[src/rtl/nbct_pkg.sv]
// ----------------------------------------------------------------------------
// nbct_pkg
// Types and constants of the NAT behaviour classifier table.
// ----------------------------------------------------------------------------
package nbct_pkg;

    localparam int TIME_W     = 48;
    localparam int CFG_ADDR_W = 1;
    localparam int CFG_DATA_W = 32;

    localparam logic [1:0] KIND_OBSERVE  = 2'd0;
    localparam logic [1:0] KIND_CLASSIFY = 2'd1;
    localparam logic [1:0] KIND_REMOVE   = 2'd2;
    localparam logic [1:0] KIND_PURGE    = 2'd3;

    localparam logic [2:0] NAT_UNKNOWN    = 3'd0;
    localparam logic [2:0] NAT_FULL_CONE  = 3'd1;
    localparam logic [2:0] NAT_RESTRICTED = 3'd2;
    localparam logic [2:0] NAT_PORT_RESTR = 3'd3;
    localparam logic [2:0] NAT_SYMMETRIC  = 3'd4;

    localparam logic [CFG_ADDR_W-1:0] CFG_REPORT_STALE_AGE = 1'd0;
    localparam logic [CFG_ADDR_W-1:0] CFG_PURGE_AGE        = 1'd1;

    localparam logic [CFG_DATA_W-1:0] REPORT_STALE_AGE_RST = 32'd5000;
    localparam logic [CFG_DATA_W-1:0] PURGE_AGE_RST        = 32'd30000;

    typedef struct packed {
        logic [1:0]        kind;
        logic [31:0]       peer_ip;
        logic [31:0]       src_addr;
        logic [15:0]       src_udp_port;
        logic              src_is_v4;
        logic [31:0]       dst_addr;
        logic              dst_is_v4;
        logic [TIME_W-1:0] now_ms;
    } item_t;

    typedef struct packed {
        logic [2:0] nat_type;
        logic [3:0] confidence;
        logic       stale;
        logic       accepted;
    } result_t;

    // One window slot: source endpoint and destination.
    typedef struct packed {
        logic        s_v4;
        logic [31:0] s_addr;
        logic [15:0] s_port;
        logic        d_v4;
        logic [31:0] d_addr;
    } obs_t;

    typedef struct packed {
        logic cap;
        logic scan_en;
        logic ld_en;
        logic cls_en;
        logic commit;
        logic fin;
    } nbct_cmd_t;

    typedef struct packed {
        logic [1:0] kind;
        logic       obs_ignore;
        logic       scan_done;
        logic       hit;
        logic       win_empty;
        logic       ld_done;
        logic       cls_done;
    } nbct_sts_t;

endpackage

[src/rtl/nbct_ctrl.sv]
// ----------------------------------------------------------------------------
// nbct_ctrl
// Sequencer: scan, window load, classify steps, commit and result beat.
// ----------------------------------------------------------------------------
module nbct_ctrl
(
    input  logic               clk,
    input  logic               rst_n,
    input  logic               start,
    output logic               busy,
    output logic               done,
    output nbct_pkg::nbct_cmd_t cmd,
    input  nbct_pkg::nbct_sts_t sts
);
    import nbct_pkg::*;

    localparam logic [2:0] S_IDLE   = 3'd0;
    localparam logic [2:0] S_SCAN   = 3'd1;
    localparam logic [2:0] S_LOAD   = 3'd2;
    localparam logic [2:0] S_CLS    = 3'd3;
    localparam logic [2:0] S_COMMIT = 3'd4;
    localparam logic [2:0] S_FIN    = 3'd5;
    localparam logic [2:0] S_OUT    = 3'd6;

    logic [2:0] state_reg;
    logic [2:0] state_next;

    always_ff @(posedge clk or negedge rst_n)
    begin
        if (!rst_n)
        begin
            state_reg <= S_IDLE;
        end
        else
        begin
            state_reg <= state_next;
        end
    end

    always_comb
    begin
        state_next = state_reg;
        cmd        = '0;
        case (state_reg)
            S_IDLE:
            begin
                if (start)
                begin
                    cmd.cap    = 1'b1;
                    state_next = S_SCAN;
                end
            end
            S_SCAN:
            begin
                cmd.scan_en = 1'b1;
                if (sts.obs_ignore)
                begin
                    state_next = S_FIN;
                end
                else if (sts.scan_done)
                begin
                    case (sts.kind)
                        KIND_OBSERVE:  state_next = S_COMMIT;
                        KIND_REMOVE:   state_next = S_COMMIT;
                        KIND_CLASSIFY: state_next = (sts.hit && !sts.win_empty) ? S_LOAD : S_FIN;
                        default:       state_next = S_FIN;
                    endcase
                end
            end
            S_LOAD:
            begin
                cmd.ld_en = 1'b1;
                if (sts.ld_done)
                begin
                    state_next = S_CLS;
                end
            end
            S_CLS:
            begin
                cmd.cls_en = 1'b1;
                if (sts.cls_done)
                begin
                    state_next = S_FIN;
                end
            end
            S_COMMIT:
            begin
                cmd.commit = 1'b1;
                state_next = S_FIN;
            end
            S_FIN:
            begin
                cmd.fin    = 1'b1;
                state_next = S_OUT;
            end
            S_OUT:
            begin
                state_next = S_IDLE;
            end
            default:
            begin
                state_next = S_IDLE;
            end
        endcase
    end

    assign busy = (state_reg != S_IDLE);
    assign done = (state_reg == S_OUT);

endmodule

[config.mk]
export PLATFORM = sky130hd
export DESIGN_NAME = nbct_ctrl
export DESIGN_NICKNAME = d
export VERILOG_FILES = /design/src/rtl/nbct_pkg.sv /design/src/rtl/nbct_ctrl.sv
export SDC_FILE = /design/constraint.sdc
export NUM_CORES = 1
export LEC_CHECK = 0
export BUFFER_PORTS_ARGS = -buffer_cell sky130_fd_sc_hd__buf_2
export CORE_AREA = 2 2 39 41
export CTS_BUF_LIST = sky130_fd_sc_hd__clkbuf_16
export CTS_CLUSTER_SIZE = 10
export DETAILED_ROUTE_END_ITERATION = 10
export DIE_AREA = 0 0 41 43
export PLACE_DENSITY = 0.59
export SETUP_SLACK_MARGIN = 0.4
export SLEW_MARGIN = 20
export SYNTH_ARGS = -nofsm -noshare
export SYNTH_HDL_FRONTEND = slang
export SYNTH_SLANG_ARGS = --single-unit
[constraint.sdc]
create_clock -name clk -period 1.8 [get_ports clk]
set_clock_uncertainty 0.15 [all_clocks]
set_input_delay 0.45 -clock clk [delete_from_list [all_inputs] [get_ports clk]]
set_output_delay 0.45 -clock clk [all_outputs]
set_load 0.02 [all_outputs]
# [Yosys cells after proc, flatten, opt, wreduce, memory -nomap -nowiden]
# Index checks and enable logic that the tools add are counted.
[classes] n_reduce_logical=7 n_eq_ne=12 mux=15
[op_table] operator="$mux W3" n=6
[op_table] operator="$pmux W3 S6" n=1
[op_table] operator="$eq A3 B3 Y1 const B" n=3
[op_table] operator="$mux W1" n=7
[op_table] operator="$eq A3 B2 Y1 const B" n=2
[op_table] operator="$ne A2 B2 Y1 const B" n=3
[op_table] operator="$pmux W3 S2" n=1
[op_table] operator="$reduce_and A4 Y1" n=1
[op_table] operator="$eq A3 B1 Y1 const B" n=1
[op_table] operator="$logic_not A3 Y1" n=1
[op_table] operator="$ne A3 B3 Y1 const B" n=1
[op_table] operator="$reduce_bool A3 Y1" n=1
[op_table] operator="$eq A2 B1 Y1 const B" n=1
[op_table] operator="$eq A2 B2 Y1 const B" n=1
[op_table] operator="$logic_not A2 Y1" n=1
[op_table] operator="$reduce_or A2 Y1" n=1
[op_table] operator="$logic_and A1 B1 Y1" n=1
[op_table] operator="$logic_not A1 Y1" n=1
[word_totals] wordCells=35 output_inout_bits=8 reg_bits=3 in_bits=11

# [Longest topological paths before layout]
# Gate-level depths: netlist (run 1).
[depth] depth_word=7 depth_mapped=4

# [Worst setup path after synthesis (run 1)]
# No wires, ideal clock.
[synth_timing] path_kind="register -> output" from="register state_reg[2]" to="output port cmd[5] (netlist bit)" path_stages_with_launch=4 n_path_buf=1 slack_ns=-0.079 required_time_ns=1.200 t_arrival_ns=1.279 path_cell_list="dfrtp_1 > buf_4 > or3_4 > nor2_1"
[synth_rtl] item="from (decl)" line="nbct_ctrl.sv:25" text="logic [2:0] state_reg;"
[synth_rtl] item="from (signal assigned)" line="nbct_ctrl.sv:36" text="state_reg <= state_next;"
[synth_rtl] item="to (decl)" line="nbct_ctrl.sv:12" text="output nbct_pkg::nbct_cmd_t cmd,"

==> results_dict.tcl, run 1 <==
set metrics [dict create \
    totalWireLength_um 813 \
    critical_path_class "flip-flop to primary output" \
    finalCritPeriodShare 0.997 \
    vias_per_cell 4.53 \
    grt_pass1_vias 325 \
    layout_common_cells "buf_2, buf_4, buf_6" \
    core_area_mm2 0.00138 \
    antenna_cells 0 \
    largest_register_ffs 3 \
    crit_chain "or3_4 > nor2_4 > buf_6" \
    hold_class "input pin to asynchronous set/reset pin" \
    p_seq_frac 0.115 \
    hold_violations 0 \
    pwr-share-comb 0.582 \
    vias 344 \
    slowest_delay_ns 0.40 \
    layout_commonest_cell "buf_2" \
    cp_max_fo 2 \
    die-area_mm2 0.00176 \
    relSlewSlack 0.821 \
    drc 0 \
    synth_cells 34 \
    routedWlPerCell_um 10.7 \
    synthesis.area_um2 305 \
    grt_pass1_wl_um 1320 \
    endpoint_kind "primary output" \
    rows 14 \
    drv_cap 0 \
    vdd_drop_max_mv 0.702 \
    fmax_mhz 557 \
    grt_overflow 0 \
    grt_start_max_net_pins 13 \
    crit_family "simple AND/OR/NAND/NOR gates" \
    fin_nets 72 \
    ys_warn_count 0 \
    htreeDepth 1 \
    ys_ff_latch 3 \
    setup_slack_ns 0.00571 \
    cts.sinks 3 \
    cp_slowest_cell "or3_4" \
    p_sw_frac 0.358 \
    drt-pass1-iter-count 1 \
    portBuffers 18 \
    clockBufferDepth 2 \
    synth_nets 45 \
    clk_latency_ns 0.22 \
    yosysSeqAreaShare 0.246 \
    worstSetupStartpointType "flip-flop" \
    fin_crit_ns 1.79 \
    gp_congestion 0.693 \
    die_height_um 43 \
    grt_util_met2 0.150 \
    setup_viol 0 \
    placed_area_um2 443 \
    outcome "finished, final reports clean" \
    cp.arrival_ns 1.19 \
    stdcell_area_um2 596 \
    fin_setup_tns_ns 0 \
    slew_violations 0 \
    numCtsBuffers 3 \
    worstPathRequired_ns 1.20 \
    p_clk_frac 0.303 \
    cts_tree "done" \
    grt-busiest-layer "met2" \
    track_usage 0.116 \
    antenna_found_initial 0 \
    rsz0062_at_grt "true" \
    chipWidth_um 41 \
    switching_power_mw 0.409 \
    dp_hpwl_um 549 \
    critPathBufInv 1 \
    cts-root-buf "clkbuf_16" \
    drtAntennaViolNets 0 \
    cellPowerDensity_mw_per_mm2 1920 \
    boundaryPins 19 \
    p_leak_nw 0.278 \
    drive_above_1_share 0.683 \
    avgSynthCellArea_um2 8.98 \
    syn_to_final_growth_pct 95.1 \
    intPower_mw 0.735 \
    start_util 0.221 \
    gr-usage-met3 0.0471 \
    synth_cell_type_count 20 \
    clkTransAtPathRegs_ns 0.03 \
    place_ws_ns 0.149 \
    drt_iter0_drc 0 \
    worst_slew_pin_slew_ns 0.269 \
    grtUsageMet1 0.139 \
]
==> power by group through the flow <==
| stage | registers, mW | logic, mW | clock network [mW] |
|---|---|---|---|
| 2_1_floorplan | 0.140 | 0.443 | 0 |
| 3_3_place_gp | 0.134 | 0.537 | 0 |
| 3_5_place_dp | 0.135 | 0.541 | 0 |
| 4_1_cts | 0.132 | 0.637 | 0.351 |
| 5_1_grt | 0.137 | 0.737 | 0.362 |
| 6_report | 0.131 | 0.666 | 0.347 |
==> synthesized netlist by cell type <==
library cell	n	area, um2
o21ai_1	2	10.0
nor3b_2	1	12.5
or3b_1	1	8.76
nor2_1	5	18.8
and2b_4	1	10.0
buf_4	1	7.51
dfrtp_1	3	75.1
buf_2	1	5.00
nor3b_1	4	30.0
and4b_1	1	10.0
a21oi_1	3	15.0
nand2_1	2	7.51
and3b_1	2	17.5
o221ai_1	1	8.76
nand4bb_1	1	11.3
inv_1	1	3.75
o32ai_2	1	16.3
or3_4	1	11.3
buf_6	1	11.3
mux2_4	1	15.0
==> cell families after synthesis <==
group,after synthesis,share of synthesized area
multiplexers,1,0.0492
AO/OA/AOI/OAI,7,0.164
AND/OR/NAND/NOR,19,0.451
buffers and inverters,4,0.0901
flip-flops,3,0.246
==> worst reg2reg max path: stages (launching register included) <==
cell     delay [ns]
dfrtp_2        0.41
buf_4          0.15
nor2_4         0.10
a21oi_1        0.06
o32ai_2        0.31
mux2_4         0.33
==> final cells by class <==
class	count	area (um2)
Clock buffer	3	75.1
Clock inverter	1	3.75
Fill cell	135	788
Inverter	1	3.75
Multi-Input combinational cell	27	244
Sequential cell	3	76.3
Tap cell	16	20.0
Timing Repair Buffer	25	173
==> repair_timing <==
action                                  CTS  global route
cloned                                    0             0
hold buffers                              1             0
endpoints found under the hold margin     3             0
buffers inserted                          2             1
gates resized for setup                  11             2
endpoints found under the setup margin   10            10
pin swaps                                 0             1
==> layer usage <==
layer	wire, um	vias to the layer above
met5	0	-
met2	407	16
li1	-	175
met3	67	2
met1	321	151
met4	17	0
==> final timing paths <==
path | cells past startpoint | slack, ns | start | end
worst max-delay path | 3 | 0.006 | state_reg[2] | cmd[5]
worst min-delay path | 2 | 0.40 | rst_n | state_reg[0]
worst max register to register | 5 | 0.18 | state_reg[0] | state_reg[0]
worst min register to register | 2 | 0.49 | state_reg[1] | state_reg[1]
max in group asynchronous | 2 | 0.99 | rst_n | state_reg[0]
min in group clk | 4 | 0.43 | sts[0] | state_reg[1]
==> through the flow <==
| stage | util | hold slack (ns) | power, mW | cells |
|---|---|---|---|---|
| 2_1_floorplan | - | 0.00441 | 0.584 | 34 |
| 3_3_place_gp | 0.320 | 0.0982 | 0.670 | 68 |
| 3_5_place_dp | 0.320 | 0.0980 | 0.676 | 68 |
| 4_1_cts | 0.420 | 0.397 | 1.12 | 75 |
| 5_1_grt | 0.430 | 0.428 | 1.24 | 76 |
| 6_report | 0.430 | 0.400 | 1.14 | 76 |
No activity file was read; power rests on OpenSTA's default activity.
==> run 2: changes to the inputs <==
--- a/config.mk
+++ b/config.mk
@@ -8,11 +8,9 @@
 export BUFFER_PORTS_ARGS = -buffer_cell sky130_fd_sc_hd__buf_2
 export CORE_AREA = 2 2 39 41
 export CTS_BUF_LIST = sky130_fd_sc_hd__clkbuf_16
-export CTS_CLUSTER_SIZE = 10
 export DETAILED_ROUTE_END_ITERATION = 10
 export DIE_AREA = 0 0 41 43
 export PLACE_DENSITY = 0.59
-export SETUP_SLACK_MARGIN = 0.4
 export SLEW_MARGIN = 20
 export SYNTH_ARGS = -nofsm -noshare
 export SYNTH_HDL_FRONTEND = slang
==> results_dict.tcl, run 2 (same netlist as run 1, synthesis figures left out) <==
set metrics [dict create \
    clkTransAtPathRegs_ns 0.03 \
    dp_hpwl_um 562 \
    vias 349 \
    outcome "finished, final reports clean" \
    r2r_slack_ns 0.26 \
    finalCritPeriodShare 1.00 \
    fin_nets 69 \
    r2r-start "state_reg[2]" \
    hold_violations 0 \
    fin_cells 73 \
    critical_path_class "flip-flop to primary output" \
    layout_common_cells "buf_2, nor2_1" \
    antenna_cells 0 \
    worstSetupEndpoint "cmd[5]" \
    crit_cells 3 \
    routedWlPerCell_um 10.9 \
    totalWireLength_um 795 \
    setup_viol 0 \
    crit_family "simple AND/OR/NAND/NOR gates" \
    nFillCells 142 \
    critPathBufInv 1 \
    cp_slowest_cell "or3_4" \
    chipWidth_um 41 \
    drive_above_1_share 0.561 \
    drt-pass1-iter-count 4 \
    worstReg2RegEnd "state_reg[0]" \
    track_usage 0.124 \
    worst_slew_pin_slew_ns 0.275 \
    cellPowerDensity_mw_per_mm2 1920 \
    largest_register_ffs 3 \
    antenna_found_initial 0 \
    clk_latency_ns 0.22 \
    cp_max_fo 2 \
    cts.sinks 3 \
    endpoint_kind "primary output" \
    grt_start_max_net_pins 14 \
    clockBufferDepth 2 \
    worstPathRequired_ns 1.20 \
    place_inst 68 \
    startpoint "state_reg[1]" \
    grt_overflow 0 \
    layout_commonest_cell "buf_2" \
    vias_per_cell 4.78 \
    slew_violations 0 \
    worstSetupStartpointType "flip-flop" \
    core_area_mm2 0.00138 \
    drc 0 \
    cts_tree "done" \
    grt_pass1_wl_um 1390 \
    syn_to_final_growth_pct 73.8 \
    r2r_cells 5 \
    slowest_delay_ns 0.40 \
    crit_chain "or3_4 > nor2_4 > buf_6" \
    cts-root-buf "clkbuf_16" \
    rsz0062_at_grt "true" \
    drtAntennaViolNets 0 \
    hold_class "input pin to asynchronous set/reset pin" \
    portBuffers 18 \
    grt_pass1_vias 328 \
    fmax_mhz 556 \
    drt_iter0_drc 5 \
    hold_ws_ns 0.399 \
    htreeDepth 1 \
    p_leak_nw 0.259 \
    numCtsBuffers 3 \
    boundaryPins 19 \
    die_height_um 43 \
    gp_congestion 0.743 \
    cp.arrival_ns 1.20 \
    die-area_mm2 0.00176 \
    start_util 0.221 \
    relSlewSlack 0.817 \
    cts_setup_buffers 0 \
    drv_cap 0 \
    fin_crit_ns 1.80 \
    vdd_drop_max_mv 0.686 \
    fin_setup_tns_ns 0 \
    rows 14 \
]
[run 2: cell count changes in the layout (fill, tap and decap cells not counted), moves of 2 or more]
cell / change
and3b_2: -2
buf_2: +4
and3b_1: +2
nor2_1: +2
buf_6: -2
buf_4: -5
[run 2: power by group]
part	internal [mW]	total [mW]	switching, mW
clock network	0.287	0.351	0.0638
registers	0.103	0.124	0.0212
logic	0.251	0.542	0.291
[run 2: how the worst min path moves through the flow]
stage / endpoint / from / depth (start not counted)
2_1_floorplan: state_reg[0] / rst_n / 0
3_3_place_gp: state_reg[2] / rst_n / 1
3_5_place_dp: state_reg[0] / rst_n / 1
4_1_cts: state_reg[2] / rst_n / 2
5_1_grt: state_reg[2] / rst_n / 2
6_report: state_reg[2] / rst_n / 2
[run 2: area by class of cell]
class,instances,area (um2),area share
sequential,3,75.1,0.142
multi-input combinational,27,220,0.415
tap,16,20.0,0.0377
timing repair buffer,22,133,0.250
clock inverter,1,3.75,0.00708
inverter,1,3.75,0.00708
clock buffer,3,75.1,0.142
[run 2: worst register-to-register path, cell delays in order (launching register included)]
cell and delay, ns:
dfrtp_1 0.37, buf_4 0.18, a21oi_1 0.15, nand2_1 0.11, o32ai_2 0.15, mux2_4 0.32
[run 2: stage by stage]
stage | area, um2 | utilization | setup WS (ns) | power (mW)
floorplan | 308 | - | 0.00941 | 0.512
global placement | 417 | 0.301 | 0.207 | 0.623
detailed placement | 417 | 0.301 | 0.193 | 0.634
CTS | 517 | 0.373 | 0.000884 | 1.00
global route | 531 | 0.383 | -0.0365 | 1.08
finish | 531 | 0.383 | 0.000405 | 1.02
[run 2: what timing repair did]
action                                  CTS  global route
hold buffers                              1             0
hold endpoints to repair                  3             0
endpoints found under the setup margin    1             4
pin swaps                                 0             1
gates resized for setup                   3             3
[run 2: routing by layer]
layer  vias to the layer above  GRT usage  share of wire
met1                       160      0.149           0.44
met4                         0      0.120              0
met2                        17      0.156           0.51
met5                         -          0              0
met3                         0     0.0471          0.050
li1                        172          -              -
